## src/sv/olpf_pkg.sv

```systemverilog
`timescale 1ns / 1ps
// ----------------------------------------------------------------------------
// olpf_pkg
// Shared constants, types and the arctangent table for the line pair finder.
// ----------------------------------------------------------------------------
package olpf_pkg;

  localparam int MAX_SEGMENTS = 16;
  localparam int IDX_W        = (MAX_SEGMENTS > 1) ? $clog2(MAX_SEGMENTS) : 1;
  localparam int CNT_W        = $clog2(MAX_SEGMENTS + 1);
  localparam int RESULT_CAP   = 64;
  localparam int RES_W        = $clog2(RESULT_CAP + 1);
  localparam int CORDIC_STEPS = 16;
  localparam int STEP_W       = $clog2(CORDIC_STEPS);
  localparam int CW           = 34;
  localparam int ZW           = 16;
  localparam int ANG_W        = 15;
  localparam int SEG_W        = 64;
  localparam logic [ANG_W-1:0] ANG_QUARTER = 15'd16384;

  localparam logic [1:0] REG_OFFSET = 2'd0;
  localparam logic [1:0] REG_TOL    = 2'd1;
  localparam logic [1:0] REG_RADIUS = 2'd2;

  localparam logic [14:0] OFFSET_RST = 15'd0;
  localparam logic [15:0] TOL_RST    = 16'd910;
  localparam logic [15:0] RADIUS_RST = 16'd25;

  typedef struct packed {
    logic load;
    logic iter;
    logic classify;
    logic read;
    logic mul_start;
    logic mul_end;
    logic adv;
    logic emit;
    logic flush;
  } olpf_cmd_t;

  typedef struct packed {
    logic cordic_done;
    logic last_seg;
    logic empty;
    logic scan_last;
    logic hit;
    logic cap_reached;
    logic out_free;
  } olpf_sts_t;

  function automatic logic [ZW-1:0] atan_lut(input logic [STEP_W-1:0] k);
    logic [ZW-1:0] r;
    case (k)
      4'd0:    r = 16'd8192;
      4'd1:    r = 16'd4836;
      4'd2:    r = 16'd2555;
      4'd3:    r = 16'd1297;
      4'd4:    r = 16'd651;
      4'd5:    r = 16'd326;
      4'd6:    r = 16'd163;
      4'd7:    r = 16'd81;
      4'd8:    r = 16'd41;
      4'd9:    r = 16'd20;
      4'd10:   r = 16'd10;
      4'd11:   r = 16'd5;
      4'd12:   r = 16'd3;
      4'd13:   r = 16'd1;
      4'd14:   r = 16'd1;
      default: r = 16'd0;
    endcase
    return r;
  endfunction

endpackage

```

## src/sv/olpf_ctrl.sv

```systemverilog
`timescale 1ns / 1ps
// ----------------------------------------------------------------------------
// olpf_ctrl
// Sequencer for angle computation, classification and the pair scan.
// ----------------------------------------------------------------------------
module olpf_ctrl (
  input  logic              clk_i,
  input  logic              rst_ni,
  input  logic              in_valid_i,
  output logic              in_ready_o,
  input  olpf_pkg::olpf_sts_t sts_i,
  output olpf_pkg::olpf_cmd_t cmd_o
);
  import olpf_pkg::*;

  localparam logic [3:0] S_IDLE  = 4'd0;
  localparam logic [3:0] S_CORD  = 4'd1;
  localparam logic [3:0] S_CLS   = 4'd2;
  localparam logic [3:0] S_SCAN  = 4'd3;
  localparam logic [3:0] S_RD    = 4'd4;
  localparam logic [3:0] S_MS    = 4'd5;
  localparam logic [3:0] S_ME    = 4'd6;
  localparam logic [3:0] S_EV    = 4'd7;
  localparam logic [3:0] S_EMIT  = 4'd8;
  localparam logic [3:0] S_FLUSH = 4'd9;

  logic [3:0] state_q, state_d;

  always_ff @(posedge clk_i or negedge rst_ni) begin
    if (!rst_ni) begin
      state_q <= S_IDLE;
    end else begin
      state_q <= state_d;
    end
  end

  always_comb begin
    state_d    = state_q;
    cmd_o      = '0;
    in_ready_o = 1'b0;
    case (state_q)
      S_IDLE: begin
        in_ready_o = 1'b1;
        if (in_valid_i) begin
          cmd_o.load = 1'b1;
          state_d    = S_CORD;
        end
      end
      S_CORD: begin
        cmd_o.iter = 1'b1;
        if (sts_i.cordic_done) begin
          state_d = S_CLS;
        end
      end
      S_CLS: begin
        cmd_o.classify = 1'b1;
        state_d = sts_i.last_seg ? S_SCAN : S_IDLE;
      end
      S_SCAN: begin
        state_d = sts_i.empty ? S_FLUSH : S_RD;
      end
      S_RD: begin
        cmd_o.read = 1'b1;
        state_d    = S_MS;
      end
      S_MS: begin
        cmd_o.mul_start = 1'b1;
        state_d         = S_ME;
      end
      S_ME: begin
        cmd_o.mul_end = 1'b1;
        state_d       = S_EV;
      end
      S_EV: begin
        if (sts_i.hit) begin
          state_d = S_EMIT;
        end else if (sts_i.scan_last) begin
          state_d = S_FLUSH;
        end else begin
          cmd_o.adv = 1'b1;
          state_d   = S_RD;
        end
      end
      S_EMIT: begin
        if (sts_i.out_free) begin
          cmd_o.emit = 1'b1;
          if (sts_i.cap_reached || sts_i.scan_last) begin
            state_d = S_FLUSH;
          end else begin
            cmd_o.adv = 1'b1;
            state_d   = S_RD;
          end
        end
      end
      S_FLUSH: begin
        if (sts_i.out_free) begin
          cmd_o.flush = 1'b1;
          state_d     = S_IDLE;
        end
      end
      default: begin
        state_d = S_IDLE;
      end
    endcase
  end

endmodule

```

## config.mk

```make
export PLATFORM = sky130hd
export DESIGN_NAME = olpf_ctrl
export DESIGN_NICKNAME = d
export VERILOG_FILES = /design/src/sv/olpf_pkg.sv /design/src/sv/olpf_ctrl.sv
export SDC_FILE = /design/constraint.sdc
export NUM_CORES = 1
export LEC_CHECK = 0
export ABC_AREA = 0
export BUFFER_PORTS_ARGS = -buffer_cell sky130_fd_sc_hd__buf_2
export CORE_AREA = 2 2 39 41
export CTS_CLUSTER_DIAMETER = 50
export DETAILED_ROUTE_END_ITERATION = 8
export DIE_AREA = 0 0 41 43
export PLACE_DENSITY = 0.64
export SETUP_SLACK_MARGIN = 0.05
export SLEW_MARGIN = 30
export SYNTH_ARGS = -nofsm -noshare
export SYNTH_HDL_FRONTEND = slang
export SYNTH_SLANG_ARGS = --single-unit
```

## constraint.sdc

```tcl
create_clock -name clk_i -period 2.95 [get_ports clk_i]
set_input_delay 0.295 -clock clk_i [delete_from_list [all_inputs] [get_ports clk_i]]
set_output_delay 0.295 -clock clk_i [all_outputs]
set_load 0.01 [all_outputs]
```

==> results of run 1 <==
-- power by group through the flow --
stage	clock network, µW	logic (µW)	registers, µW
floorplan	0	301	92.1
global placement	0	305	158
detailed placement	0	305	159
CTS	70.9	307	158
global route	81.0	340	168
finish	69.1	303	158
-- final cells by class --
type                       count  area [µm²]  area share, %
inverter                       2        7.51           1.33
tap                           16        20.0           3.54
multi-input combinational     45         310           54.9
timing repair buffer          20         105           18.6
sequential                     4         100           17.7
clock buffer                   3        22.5           3.98
-- logic make-up (layout without fill, tap and decap cells) --
kind of cell,count (synthesis),in the layout,share of synthesized area (%)
simple gates,31,31,38.1
buf+inv,6,25,7.34
compound gates,14,14,31.9
flops,4,4,22.6
-- routing by layer --
| metal | wire length, µm | vias to the layer above |
|---|---|---|
| met5 | 0 | - |
| met4 | 18 | 0 |
| met3 | 49 | 2 |
| met2 | 443 | 13 |
| met1 | 488 | 210 |
| li1 | - | 240 |
-- how the worst max path moves through the flow --
stage               cells past startpoint        from  endpoint
floorplan                               5  state_q[3]  cmd_o[2]
global placement                        4  state_q[1]  cmd_o[2]
detailed placement                      4  state_q[2]  cmd_o[2]
CTS                                     4  state_q[2]  cmd_o[2]
global route                            4  state_q[2]  cmd_o[2]
finish                                  4  state_q[1]  cmd_o[2]
-- metrics by stage --
stage               hold slack (ns)  worst slack [ns]  instances  util, %
floorplan                 -0.000591              1.50         55        -
global placement              0.101              1.31         86     38.5
detailed placement            0.102              1.31         86     38.5
CTS                           0.315              1.06         90     40.9
global route                  0.321             0.936         90     40.9
finish                        0.320              1.06         90     40.9
-- timing repair --
| action | CTS | global route |
|---|---|---|
| hold buffers | 1 | 0 |
| hold endpoints to repair | 4 | 0 |
| setup buffers | 0 | 0 |
-- cells in the final DEF (no fill, tap or decap), types with 2 or more instances in the layout --
cell type / netlist / layout
inv_1: 2 / 2
nand2_1: 4 / 4
nand2b_1: 2 / 2
clkbuf_4: 0 / 3
or3_1: 2 / 2
nor3_1: 5 / 5
dfrtp_1: 4 / 4
buf_2: 2 / 19
nor2_1: 6 / 6
nor2b_1: 2 / 2
==> qor.yml, run 1 <==
placed_design:
  port_buffers: 19
  gp_congestion: 0.834
  hpwl_um: 775
  place_area_um2: 533
sta:
  rsz0062_at_grt: "no"
  skew_ns: 0.00279
  min_period_ns: 1.89
  clock.fmax_ghz: 0.530
  final_hold_viol_count: 0
  setup-tns-final_ns: 0
  max_slew_margin_pct: 69.9
  worst_pin_slew_ns: 0.451
  finalCritPeriodShare_pct: 64.0
  slew_violations: 0
  setup_viol: 0
yosys:
  synth_top_area_share_pct: 22.6
  synth_edf_count: 0
  async_flop_share_pct: 100
  yosysMostFrequentCell: "nor2_1"
  synth_cell_types: 34
  syn-num-nets: 65
  synth.yosys.seq_area_share_pct: 22.6
  syn-cell-area_um2: 443
  ys_ff_latch: 4
  synth_top_cell_by_area: "dfrtp_1"
  postSynthAreaPerCell_um2: 8.05
  yosysWarningCount: 0
  synthTopCellsByArea: "dfrtp_1 (23%), nor3_1 (5.6%), nor2_1 (5.1%)"
  synthFlopType: "dfrtp_1"
  synthCells: 55
  synthTopCellsByCount: "nor2_1 (6), nor3_1 (5), dfrtp_1 (4), nand2_1 (4)"
power:
  clkPwrFrac_pct: 13.0
  power.leakage_uw: 0.000246
  p_seq_share_pct: 29.8
  vdd_drop_max_mv: 0.223
  power_frac_comb_pct: 57.2
  fin_total_pwr_uw: 531
  power_density_nw_per_um2: 939
  switching_share_pct: 50.0
  p_int_uw: 266
  netSwitchingPower_uw: 265
global_route:
  grt_use_total_pct: 15.2
  grt_overflow: 0
  grt_pass1_vias: 392
  grt_pass1_wl_um: 1770
  use_met2_pct: 19.4
  busiest_layer: "met1"
  use_met3_pct: 6.28
  antenna_found_initial: 0
  grt_use_met1_pct: 21.0
  grt_max_degree: 15
cts:
  htree_levels: 1
  cts_buffers: 3
  clockBufferDepth: 2
  cts_resized: 0
  cts_tree: "built"
  clock_sinks: 4
  clockRootBuffer: "clkbuf_4"
  cts.clk_slew.worst_paths_ns: 0.04
  insertion_delay_ns: 0.24
drt:
  routed_wl_um: 1000
  vias: 465
  drt_iter0_drc: 2
  ant_nets: 0
  wl_per_cell_um: 11.1
  drc: 0
  first_pass_iters: 4
  vias_per_cell: 5.17
critical_path:
  critPathMaxFanout: 14
  cp-end-kind: "output pin"
  cp_slowest_cell: "dfrtp_1"
  cp_top_family: "flip-flops"
  reg2regPathDepth: 4
  start_kind: "register"
  timing.rr.start: "state_q[2]"
  timing.rr.end: "state_q[3]"
  slowest_delay_ns: 0.53
  crit_buf_inv: 1
  cp.arrival_ns: 1.59
  crit_chain: "or3_1 > o32a_1 > nor2_1 > buf_2"
  worstPathRequired_ns: 2.65
  critPathKind: "register to output pin"
  ff2ff_setup_slack_ns: 1.41
die:
  die_y_um: 43
  coreArea_um2: 1380
  rows: 14
  ios: 20
  start_util_pct: 32.0
  die_w_um: 41
  fp.dieArea_um2: 1760
final_layout:
  nets: 86
  top_register: "state_q"
  largest_register_ffs: 4
  diodes: 0
  final.fill_count: 147
  drive_above_1_share_pct: 40.5
  reg_top3: "state_q: 4 flops"
  area_growth_syn_to_layout_pct: 27.7
  finalInstanceArea_um2: 566
run:
  maxCapViolations: 0
min_path:
  holdPathStages: 2
  hp-start: "sts_i[0]"
  holdPathEnd: "state_q[3]"
  hp-class: "input pin to register"
outcome:
  outcome: "finished clean"
Note: power is estimated with default switching activity, not from simulation.
==> run 2: changes to the inputs <==
- PLACE_DENSITY: 0.64 -> 0.66
- clock period: 2.95 -> 1.5 ns (I/O delays scaled with it)
==> qor.yml, run 2 (synthesis gave the netlist of run 1 again) <==
placed_design:
  gp_congestion: 0.854  # +2.4%
  place_ws_ns: 0.0430  # -1.26 ns
  port_buffers: 19  # unchanged
  place_inst: 92  # +7.0%
  hpwl_um: 924  # +19%
critical_path:
  crit_buf_inv: 1  # unchanged
  cp_top_family: "simple AND/OR/NAND/NOR gates"
  reg2regPathDepth: 5  # +1
  slowest_delay_ns: 0.40  # -0.13 ns
  start_kind: "register"
  timing.rr.start: "state_q[1]"
  timing.rr.end: "state_q[3]"
  cp-end-kind: "output pin"
  cp.arrival_ns: 1.39  # -0.20 ns
  cp_slowest_cell: "dfrtp_1"
  critPathKind: "register to output pin"
  ff2ff_setup_slack_ns: 0.06  # -1.35 ns
  critPathMaxFanout: 3  # -11
  crit_chain: "or3_1 > o32a_1 > nor2_1 > buf_2"
  worstPathRequired_ns: 1.35  # -1.30 ns
sta:
  skew_ns: 0.000429  # -0.00236 ns
  slew_violations: 0  # unchanged
  final_hold_viol_count: 0  # unchanged
  finalCritPeriodShare_pct: 103
  max_slew_margin_pct: 82.7  # +13 points
  fin_ws_ns: -0.0413  # -1.10 ns
  worst_pin_slew_ns: 0.255  # -0.196 ns
  setup-tns-final_ns: -0.0413  # -0.0413 ns
  clock.fmax_ghz: 0.649
  rsz0062_at_grt: "yes"
  setup_viol: 1  # +1
  min_period_ns: 1.54
cts:
  insertion_delay_ns: 0.23  # about the same
  cts_tree: "built"
  clockBufferDepth: 2  # unchanged
  cts.clk_slew.worst_paths_ns: 0.04  # about the same
  clockRootBuffer: "clkbuf_4"
  cts_buffers: 3  # unchanged
  clock_sinks: 4  # unchanged
  htree_levels: 1  # unchanged
die:
  die_y_um: 43  # unchanged
  ios: 20  # unchanged
  start_util_pct: 32.0  # unchanged
  coreArea_um2: 1380  # unchanged
  rows: 14  # unchanged
  die_w_um: 41  # unchanged
  fp.dieArea_um2: 1760  # unchanged
drt:
  drc: 0  # unchanged
  first_pass_iters: 4  # unchanged
  wl_per_cell_um: 13.3  # +19%
  vias_per_cell: 5.25  # +1.6%
  drt_iter0_drc: 11  # +9
  routed_wl_um: 1340  # +34%
  vias: 530  # +14%
  ant_nets: 0  # unchanged
final_layout:
  area_growth_syn_to_layout_pct: 66.1
  nets: 97  # +13%
  diodes: 0  # unchanged
  top_register: "state_q"
  multiInputGateArea_um2: 379  # +22%
  reg_top3: "state_q: 4 flops"
  mostFrequentLayoutCells: "buf_2 (19), buf_4 (7), nor2_1 (5)"
  final.fill_count: 142  # -3.4%
  drive_above_1_share_pct: 67.1  # +27 points
  seq_area_um2: 104  # +3.8%
  postLayoutCoreUtil_pct: 53.2  # +12 points
  mostFrequentLayoutCell: "buf_2"
  largest_register_ffs: 4  # unchanged
  stdcell_count: 101  # +12%
power:
  power_density_nw_per_um2: 2000  # +110%
  fin_total_pwr_uw: 1470  # +180%
  vdd_drop_max_mv: 0.591  # +170%
  power.leakage_uw: 0.000328  # +33%
global_route:
  grt_use_total_pct: 16.1  # +0.92 points
  grt_overflow: 0  # unchanged
  busiest_layer: "met2"
  antenna_found_initial: 0  # unchanged
  grt_pass1_vias: 462  # +18%
  grt_pass1_wl_um: 1970  # +11%
  use_met2_pct: 23.1  # +3.8 points
  use_met3_pct: 3.14  # -3.1 points
  grt_use_met1_pct: 23.1  # +2.0 points
  grt_max_degree: 11  # -4
outcome:
  violations: "negative setup slack"
  outcome: "complete, but fails checks"
min_path:
  holdPathEnd: "state_q[3]"
  holdPathStages: 2  # unchanged
  hp-class: "input pin to register"
  hp-start: "sts_i[0]"
run:
  maxCapViolations: 0  # unchanged
## run 2: cell count changes in the layout (fill, tap and decap cells not counted), sizes merged
cell	change
buf	+11
## run 2: repair_timing
item,CTS,global route
setup endpoints to repair,10,13
setup buffers,3,2
hold endpoints to repair,4,0
hold buffers,1,0
pin swaps,4,5
resized for setup,5,18
## run 2: worst register-to-register path: cells and delay by family (launching register included)
kind	cells	cell delay (ns)
and+or+nand+nor	1	0.19
AOI/OAI and AO/OA	3	0.56
DFF	1	0.40
buffers and inverters	1	0.15
## run 2: worst max path at each step
stage                from    endpoint  slack [ns]  cells after the start
2_1_floorplan  state_q[3]    cmd_o[2]        0.20                      5
3_3_place_gp   state_q[2]  state_q[3]        0.05                      4
3_5_place_dp   state_q[2]  state_q[0]        0.04                      4
5_1_grt        state_q[2]    cmd_o[2]       -0.08                      4
4_1_cts        state_q[1]    cmd_o[2]       -0.05                      4
6_report       state_q[1]    cmd_o[2]       -0.04                      4
## run 2: through the flow
stage | hold slack (ns) | area (µm²)
after detailed placement | -0.0428 | 578
after global routing | 0.178 | 736
final | 0.174 | 736
after global placement | -0.0440 | 578
after floorplan | -0.146 | 443
after CTS | 0.161 | 642
## run 2: cell type report
type / instances / share of cell area, %
repair buffers: 31 / 27.6
inverters: 2 / 1.02
multi-input cells: 45 / 51.5
clock buffers: 3 / 3.06
flip-flops and latches: 4 / 14.1
well taps: 16 / 2.72
## run 2: per-layer routing
layer | up-vias | wire (µm)
met5 | - | 0
met4 | 0 | 13
met3 | 2 | 60
met2 | 15 | 677
met1 | 251 | 588
li1 | 262 | -
## run 2: report_power, final
group	switching, µW	leakage, µW	total, µW	internal, µW
clock	42.0	0.0000138	131	89.4
sequential	103	0.0000489	263	161
combinational	550	0.000265	1080	530
total	694	0.000328	1470	780
